File: src/design/nsse_pkg.sv
package nsse_pkg;

  // Field and register widths.
  localparam int LEN_W      = 10;
  localparam int IDX_W      = 10;
  localparam int VAL_W      = 24;
  localparam int CMD_W      = 3;
  localparam int DUR_W      = 16;
  localparam int RATE_W     = 16;
  localparam int ENV_W      = 64;
  localparam int MODE_W     = 2;
  localparam int LVL_W      = 16;
  localparam int TIME_W     = 16;
  localparam int SAMPLE_W   = 24;
  localparam int CFG_IDX_W  = 3;
  localparam int CFG_DATA_W = 64;

  // Datapath widths.
  localparam int COUNT_W   = 24;
  localparam int NOTE_W    = 32;
  localparam int TERM_W    = 32;
  localparam int SUM_W     = 34;
  localparam int OTHERS_W  = 26;
  localparam int MUL_A_W   = 24;
  localparam int DIVISOR_W = 26;
  localparam int QUO_W     = 24;
  localparam int PROD_W    = MUL_A_W + DIVISOR_W;
  localparam int DIV_BITS  = 4;
  localparam int NUM_TERMS = 4;
  localparam int TERM_IDX_W = 2;

  // Mode register bits.
  localparam int MODE_ELASTIC_BIT = 0;
  localparam int MODE_MANUAL_BIT  = 1;

  // Fixed values.
  localparam logic [DUR_W-1:0]  DUR_ZERO_UNITS = 16'd100;
  localparam logic [TERM_W-1:0] ONE_MS_Q8      = 32'd256;

  // Register reset values.
  localparam logic [LEN_W-1:0]  RST_PITCH_LEN = 10'd3;
  localparam logic [LEN_W-1:0]  RST_DUR_LEN   = 10'd3;
  localparam logic [RATE_W-1:0] RST_SPU       = 16'd11290;
  localparam logic [RATE_W-1:0] RST_MPU       = 16'd256;
  localparam logic [ENV_W-1:0]  RST_ENV       = 64'h0032_0064_0032_0014;
  localparam logic [MODE_W-1:0] RST_MODE      = 2'd0;
  localparam logic [LVL_W-1:0]  RST_SUS_LVL   = 16'd45875;

  typedef enum logic [CMD_W-1:0] {
    OP_TICK     = 3'd0,
    OP_WR_PITCH = 3'd1,
    OP_WR_DUR   = 3'd2,
    OP_BANG     = 3'd3,
    OP_RESTART  = 3'd4
  } nsse_op_t;

  typedef enum logic [CFG_IDX_W-1:0] {
    REG_PITCH_LEN = 3'd0,
    REG_DUR_LEN   = 3'd1,
    REG_SPU       = 3'd2,
    REG_MPU       = 3'd3,
    REG_ENV       = 3'd4,
    REG_MODE      = 3'd5,
    REG_SUS_LVL   = 3'd6
  } nsse_reg_t;

  // Commands from the controller to the datapath.
  typedef struct packed {
    logic capture;
    logic wr_pitch;
    logic wr_dur;
    logic set_bang;
    logic clr_bang;
    logic restart;
    logic adv_pitch;
    logic adv_dur;
    logic dec_count;
    logic clr_note;
    logic load_note;
    logic load_count;
    logic load_note_len;
    logic load_elastic;
    logic load_sum;
    logic mul_term;
    logic div_start;
    logic store_term;
    logic emit;
  } nsse_cmd_t;

  // Status from the datapath to the controller.
  typedef struct packed {
    logic [CMD_W-1:0] op;
    logic             manual;
    logic             bang;
    logic             count_zero;
    logic             rescale;
    logic             last_term;
    logic             div_done;
    logic             out_free;
  } nsse_status_t;

  // Duration entry as stored: zero becomes the default length, large values saturate.
  function automatic logic [DUR_W-1:0] clamp_dur(input logic [VAL_W-1:0] val);
    logic [DUR_W-1:0] res;
    if (val == '0) begin
      res = DUR_ZERO_UNITS;
    end else if (val[VAL_W-1:DUR_W] != '0) begin
      res = '1;
    end else begin
      res = val[DUR_W-1:0];
    end
    return res;
  endfunction

  // Integer milliseconds of a Q.8 time, saturated to the output width.
  function automatic logic [TIME_W-1:0] sat_time(input logic [TERM_W-1:0] t);
    logic [TIME_W-1:0] res;
    if (t[TERM_W-1:TIME_W+8] != '0) begin
      res = '1;
    end else begin
      res = t[TIME_W+7:8];
    end
    return res;
  endfunction

endpackage

File: src/design/nsse_ctrl.sv
module nsse_ctrl (
  input  logic                   clk,
  input  logic                   rst,
  input  logic                   in_valid,
  output logic                   in_stall,
  input  nsse_pkg::nsse_status_t status,
  output nsse_pkg::nsse_cmd_t    ctl
);

  typedef enum logic [3:0] {
    S_IDLE,
    S_DISPATCH,
    S_READ,
    S_LOAD,
    S_COUNT,
    S_NOTE_LEN,
    S_ELASTIC,
    S_SUM,
    S_CHECK,
    S_MUL,
    S_DIV_START,
    S_DIV_RUN,
    S_EMIT
  } state_t;

  state_t state;
  state_t state_next;

  assign in_stall = (state != S_IDLE);

  always_comb begin
    state_next  = state;
    ctl         = '0;
    ctl.capture = in_valid && (state == S_IDLE);
    unique case (state)
      S_IDLE: begin
        if (in_valid) begin
          state_next = S_DISPATCH;
        end
      end
      S_DISPATCH: begin
        state_next = S_IDLE;
        unique case (status.op)
          nsse_pkg::OP_WR_PITCH: ctl.wr_pitch = 1'b1;
          nsse_pkg::OP_WR_DUR:   ctl.wr_dur   = 1'b1;
          nsse_pkg::OP_BANG:     ctl.set_bang = 1'b1;
          nsse_pkg::OP_RESTART:  ctl.restart  = 1'b1;
          nsse_pkg::OP_TICK: begin
            ctl.clr_note = 1'b1;
            priority if (status.manual && status.bang) begin
              ctl.adv_pitch = 1'b1;
              ctl.clr_bang  = 1'b1;
              state_next    = S_READ;
            end else if (status.manual) begin
              state_next = S_EMIT;
            end else if (status.count_zero) begin
              ctl.adv_pitch = 1'b1;
              ctl.adv_dur   = 1'b1;
              state_next    = S_READ;
            end else begin
              ctl.dec_count = 1'b1;
              state_next    = S_EMIT;
            end
          end
          default: ;
        endcase
      end
      S_READ: begin
        state_next = S_LOAD;
      end
      S_LOAD: begin
        ctl.load_note = 1'b1;
        state_next    = status.manual ? S_EMIT : S_COUNT;
      end
      S_COUNT: begin
        ctl.load_count = 1'b1;
        state_next     = S_NOTE_LEN;
      end
      S_NOTE_LEN: begin
        ctl.load_note_len = 1'b1;
        state_next        = S_ELASTIC;
      end
      S_ELASTIC: begin
        ctl.load_elastic = 1'b1;
        state_next       = S_SUM;
      end
      S_SUM: begin
        ctl.load_sum = 1'b1;
        state_next   = S_CHECK;
      end
      S_CHECK: begin
        state_next = status.rescale ? S_MUL : S_EMIT;
      end
      S_MUL: begin
        ctl.mul_term = 1'b1;
        state_next   = S_DIV_START;
      end
      S_DIV_START: begin
        ctl.div_start = 1'b1;
        state_next    = S_DIV_RUN;
      end
      S_DIV_RUN: begin
        if (status.div_done) begin
          ctl.store_term = 1'b1;
          state_next     = status.last_term ? S_EMIT : S_MUL;
        end
      end
      S_EMIT: begin
        if (status.out_free) begin
          ctl.emit   = 1'b1;
          state_next = S_IDLE;
        end
      end
      default: state_next = S_IDLE;
    endcase
  end

  always_ff @(posedge clk) begin
    if (rst) begin
      state <= S_IDLE;
    end else begin
      state <= state_next;
    end
  end

endmodule

File: config.mk
export PLATFORM = sky130hd
export DESIGN_NAME = nsse_ctrl
export DESIGN_NICKNAME = d
export VERILOG_FILES = /design/src/design/nsse_pkg.sv /design/src/design/nsse_ctrl.sv
export SDC_FILE = /design/constraint.sdc
export NUM_CORES = 1
export LEC_CHECK = 0
export ABC_AREA = 1
export BUFFER_PORTS_ARGS = -buffer_cell sky130_fd_sc_hd__buf_2
export CAP_MARGIN = 5
export CORE_AREA = 2 2 39 41
export DETAILED_ROUTE_END_ITERATION = 6
export DIE_AREA = 0 0 41 43
export PLACE_DENSITY = 0.78
export SETUP_SLACK_MARGIN = 0.1
export SYNTH_ARGS = -nofsm -noshare
export SYNTH_HDL_FRONTEND = slang
export SYNTH_SLANG_ARGS = --single-unit
export TNS_END_PERCENT = 20
File: constraint.sdc
create_clock -name clk -period 2.71 [get_ports clk]
set_clock_uncertainty 0.2 [all_clocks]
set_input_delay 0.271 -clock clk [delete_from_list [all_inputs] [get_ports clk]]
set_output_delay 0.271 -clock clk [all_outputs]
set_load 0.01 [all_outputs]
==> flow_metrics.py, run 1 <==
metrics = {
    "global_route": {
        "grt-ovfl-total": 0,
        "grt_pass1_vias": 528,
        "antenna_found_initial": 0,
        "grt_pass1_wl_um": 1880,
        "grt_max_degree": 8,
        "track_usage_pct": 15.1,
    },
    "hold_path": {
        "hp-class": "primary input to register",
    },
    "routing": {
        "drc_errors": 0,
        "drtAntennaViolNets": 0,
        "routed_wl_um": 1240,
        "first_iter_violations": 5,
        "viasPerCell": 4.61,
        "wl_per_cell_um": 8.49,
        "first_pass_iters": 4,
        "vias": 673,
    },
    "logic_synthesis": {
        "ys_ff_latch": 4,
        "synth_area_um2": 488,
        "ys_seq_area_share_pct": 16.4,
        "yosys_warnings": 0,
        "yosysUniqueCellTypes": 16,
        "synth.net_count": 108,
        "syn_avg_cell_area_um2": 5.14,
        "synth_cells": 95,
    },
    "clocking": {
        "cts_root_buffer": "clkbuf_4",
        "cts_tree": "built",
        "post_cts_buffers": 0,
        "ctsResizeCount": 0,
        "clock_sinks": 4,
        "path_clk_slew_ns": 0.04,
        "numCtsBuffers": 3,
        "clk_latency_ns": 0.23,
        "cts_max_level": 1,
        "clockBufferDepth": 2,
        "hold_buffers": 0,
    },
    "layout": {
        "nFillCells": 151,
        "top_register": "state",
        "finalNetCount": 145,
        "largestRegisters": "state (4)",
        "layout_commonest_cell": "buf_2",
        "multi_input_area_um2": 318,
        "syn2layout_area_growth_pct": 41.5,
        "largest_reg_flops": 4,
        "final_cell_mix": "buf_2 (32), inv_1 (22), nand2_1 (18)",
        "n_antenna_cell": 0,
        "drive_gt1_share_pct": 33.8,
        "seqCellArea_um2": 80.1,
    },
    "place": {
        "gp_congestion": 0.859,
        "io_buffers": 32,
        "hpwlAfterDp_um": 1090,
        "dp_slack_ns": 1.06,
    },
    "critical_path": {
        "endpoint": "ctl[10]",
        "worst_ep_arrival_time_ns": 1.42,
        "r2r-start": "state[3]",
        "cpPeakStageDelay_ns": 0.46,
        "crit_fanout": 7,
        "path_class": "register to primary output",
        "r2r-end": "state[2]",
        "cpMostUsedCell": "inv_2",
        "crit_start": "state[0]",
        "endpoint_kind": "primary output",
        "crit_family": "flip-flops",
        "rr_worst_depth": 7,
        "cp_num_buf_inv": 3,
        "crit_chain": "inv_2 -> nor2_2 -> nand2_2 -> nor2_4 -> inv_2 -> nor3_1 -> buf_2",
        "crit_required_ns": 2.24,
        "crit_cells": 7,
        "reg2reg_slack_ns": 1.19,
        "worstSetupStartpointType": "register",
        "cp_slowest_cell": "dfxtp_1",
    },
    "timing": {
        "min_period_ns": 1.90,
        "worst_pin_slew_ns": 0.267,
        "rsz0062_at_grt": "false",
        "finalSetupViolCount": 0,
        "max_freq_mhz": 527,
        "hold_violations": 0,
        "setup_ws_ns": 0.814,
        "max_slew_margin_pct": 82.2,
        "period_share_pct": 70.0,
        "finalMaxSlewViolations": 0,
        "tns_ns": 0,
    },
    "run": {
        "drv_cap": 0,
    },
    "power_and_ir_drop": {
        "p_leak_nw": 0.436,
        "power_density_nw_per_um2": 281,
        "max-vdd-ir-drop_uv": 225,
    },
    "floorplan": {
        "coreArea_um2": 1380,
        "initial_utilization_pct": 35.3,
        "die_w_um": 41,
        "io_pins": 33,
        "fp-row-count": 14,
        "die_h_um": 43,
        "die_area_um2": 1760,
    },
    "status": {
        "outcome": "complete, no violations",
    },
}
-- Yosys cell counts --
library cell	number	share of area [%]
nor4_1	1	1.3
nand3_1	8	8.2
nor2_2	3	3.8
nor2_4	1	2.3
dfxtp_1	4	16
a21oi_1	3	3.1
inv_2	2	1.5
nand2_1	18	14
nand2_2	2	2.6
o211ai_1	2	3.1
nor3_1	8	8.2
o22ai_1	1	1.3
o21ai_2	1	1.8
nor2_1	17	13
inv_1	22	17
nand4_1	2	2.6
-- cell families (layout without fill, tap and decap cells) --
family | after synthesis | in the layout | synth area share, %
AND/OR/NAND/NOR | 60 | 60 | 55.9
buffers and inverters | 24 | 59 | 18.5
AO/OA/AOI/OAI | 7 | 7 | 9.23
flip-flops | 4 | 4 | 16.4
-- worst register-to-register path, stage by stage, from the launching register on --
cell and delay, ns:
dfxtp_1 0.36, inv_1 0.11, nor2_2 0.24, nand3_1 0.19, nand2_1 0.13, nor2_1 0.07
nand2_1 0.07, a21oi_1 0.06
-- final cells by class --
cell class / count / share of cell area [%]
Timing Repair Buffer: 32 / 23.2
Clock buffer: 3 / 3.26
Tap cell: 16 / 2.90
Sequential cell: 4 / 11.6
Multi-Input combinational cell: 67 / 46.0
Inverter: 24 / 13.0
-- worst min path at each step --
| stage | startpoint | end | cells after the start |
|---|---|---|---|
| finish | rst | state[0] | 2 |
| global route | rst | state[0] | 2 |
| CTS | rst | state[0] | 2 |
| detailed placement | rst | state[0] | 2 |
| global placement | rst | state[3] | 2 |
| floorplan | rst | state[0] | 1 |
-- per-stage QoR --
stage	hold slack, ns	total power, mW	utilization, %	instance area [um2]	cells
3_3_place_gp	0.278	0.122	48.3	668	143
2_1_floorplan	0.140	0.101	-	488	95
3_5_place_dp	0.283	0.123	48.3	668	143
4_1_cts	0.0342	0.199	49.9	691	146
6_report	0.0443	0.194	49.9	691	146
5_1_grt	0.0505	0.212	49.9	691	146
-- routing by layer --
metal  wire length (um)  GRT usage, %
met5                  0             0
met4                  0          8.00
met3                 71          1.57
met2                617          25.0
met1                551          17.9
-- where the power goes --
group	total [mW]	internal, mW	switching, mW
Sequential	0.0659	0.0615	0.00441
Clock	0.0717	0.0494	0.0223
Combinational	0.0565	0.0213	0.0352
Total	0.194	0.132	0.0620
Power figures use the tool's default switching activity.
==> run 2: changes to the inputs <==
- clock period: 2.71 -> 1.85 ns (I/O delays scaled with it)
==> run 2 against run 1 <==
  * Cell area is 7.1% higher
  * Die area did not move
  * Sequential share of layout area is 0.081 points higher
  * Utilization up 3.5 points
  * Critical endpoint unchanged
  * Global-route usage rose by 0.10 points
  * Count of clock-buffer cells in the layout unchanged
==> flow_metrics.py, run 2 (synthesized netlist as in run 1, its figures left out) <==
metrics = {
    "status": {
        "outcome": "complete, no violations",
    },
    "global_route": {
        "grt_max_degree": 8,
        "grt_pass1_vias": 534,
        "track_usage_pct": 15.2,
        "antenna_found_initial": 0,
        "grt-ovfl-total": 0,
        "grt_pass1_wl_um": 1900,
    },
    "timing": {
        "rsz0062_at_grt": "true",
        "finalMaxSlewViolations": 0,
        "max_freq_mhz": 595,
        "min_period_ns": 1.68,
        "worst_pin_slew_ns": 0.237,
        "holdWs_ns": 0.0775,
        "period_share_pct": 90.9,
        "max_slew_margin_pct": 84.0,
        "hold_violations": 0,
        "finalSetupViolCount": 0,
        "tns_ns": 0,
    },
    "floorplan": {
        "initial_utilization_pct": 35.3,
        "fp-row-count": 14,
        "die_area_um2": 1760,
        "io_pins": 33,
        "coreArea_um2": 1380,
        "die_w_um": 41,
        "die_h_um": 43,
    },
    "critical_path": {
        "path_class": "register to primary output",
        "rr_worst_depth": 10,
        "crit_fanout": 7,
        "worstSetupStartpointType": "register",
        "endpoint_kind": "primary output",
        "crit_chain": "inv_2 -> nor2_4 -> nand2_2 -> nor2_4 -> inv_2 -> nor3_1 -> buf_2",
        "reg2reg_slack_ns": 0.35,
        "endpoint": "ctl[10]",
        "worst_ep_arrival_time_ns": 1.30,
        "cp_slowest_cell": "dfxtp_4",
        "r2r-end": "state[2]",
        "r2r-start": "state[3]",
        "crit_start": "state[0]",
        "cpPeakStageDelay_ns": 0.38,
        "crit_required_ns": 1.46,
    },
    "clocking": {
        "path_clk_slew_ns": 0.04,
        "cts_tree": "built",
        "numCtsBuffers": 3,
        "clock_sinks": 4,
        "cts_root_buffer": "clkbuf_4",
        "clk_latency_ns": 0.23,
        "clockBufferDepth": 2,
        "cts_max_level": 1,
    },
    "layout": {
        "top_register": "state",
        "nFillCells": 149,
        "stdcell_count": 148,
        "finalNetCount": 147,
        "layout_commonest_cell": "buf_2",
        "largest_reg_flops": 4,
        "largestRegisters": "state (4)",
        "final_cell_mix": "buf_2 (32), inv_1 (21), nand2_1 (16)",
        "n_antenna_cell": 0,
        "drive_gt1_share_pct": 40.9,
        "syn2layout_area_growth_pct": 51.5,
    },
    "power_and_ir_drop": {
        "intPower_mw": 0.198,
        "p_sw_mw": 0.0965,
        "p_leak_nw": 0.451,
        "switching_share_pct": 32.8,
        "power_density_nw_per_um2": 398,
        "pwr-share-clk_pct": 35.8,
        "seqPwrFrac_pct": 33.3,
        "max-vdd-ir-drop_uv": 326,
        "combPwrFrac_pct": 30.9,
    },
    "place": {
        "placedCellCount": 143,
        "hpwlAfterDp_um": 1090,
        "gp_congestion": 0.859,
        "io_buffers": 32,
    },
    "routing": {
        "routed_wl_um": 1350,
        "vias": 697,
        "first_iter_violations": 18,
        "first_pass_iters": 4,
        "viasPerCell": 4.71,
        "drc_errors": 0,
        "drtAntennaViolNets": 0,
        "wl_per_cell_um": 9.14,
    },
    "hold_path": {
        "min_delay_path_depth": 4,
        "hp-class": "primary input to register",
    },
    "run": {
        "drv_cap": 0,
    },
}
==> run 2: worst min path at each step <==
stage,start,end
after CTS,status[0],state[2]
after global routing,status[0],state[2]
after floorplan,rst,state[0]
final,status[0],state[2]
after global placement,rst,state[3]
after detailed placement,rst,state[0]
==> run 2: per-layer routing <==
layer,track usage (%),wire [um]
met1,18.3,569
met2,25.0,703
met3,1.57,80
met4,8.00,0
met5,0,0
==> run 2: final cells by class <==
cell class	count	area [um2]	share of cell area [%]
clock buffers	3	22.5	3.05
inverters	24	90.1	12.2
multi-input cells	67	343	46.4
flip-flops and latches	4	86.3	11.7
well taps	16	20.0	2.71
repair buffers	34	178	24.0
==> run 2: worst max-delay path, delay by kind of cell, from the launching register on <==
family / cells / cell delay [ns]
and+or+nand+nor: 4 / 0.40
DFF: 1 / 0.38
buffers and inverters: 3 / 0.27
==> run 2: repair_timing <==
item,4_1_cts,5_1_grt
setup endpoints to repair,6,10
hold buffers,1,0
resized for setup,1,11
pin swaps,0,1
hold endpoints to repair,3,0
setup buffers,0,1
==> run 2: metrics by stage <==
stage	cell area [um2]	power, mW	utilization (%)	worst slack, ns
final	739	0.294	53.4	0.169
after global routing	739	0.318	53.4	0.0627
after CTS	702	0.293	50.7	0.0992
after detailed placement	668	0.181	48.3	0.285
after global placement	668	0.179	48.3	0.330
after floorplan	488	0.148	-	0.329
==> run 2: power groups by stage <==
| stage | Sequential, mW | Combinational (mW) | Clock, mW |
|---|---|---|---|
| 2_1_floorplan | 0.0969 | 0.0508 | 0 |
| 3_3_place_gp | 0.0974 | 0.0815 | 0 |
| 3_5_place_dp | 0.0979 | 0.0827 | 0 |
| 4_1_cts | 0.0971 | 0.0847 | 0.111 |
| 5_1_grt | 0.0986 | 0.100 | 0.120 |
| 6_report | 0.0980 | 0.0908 | 0.105 |
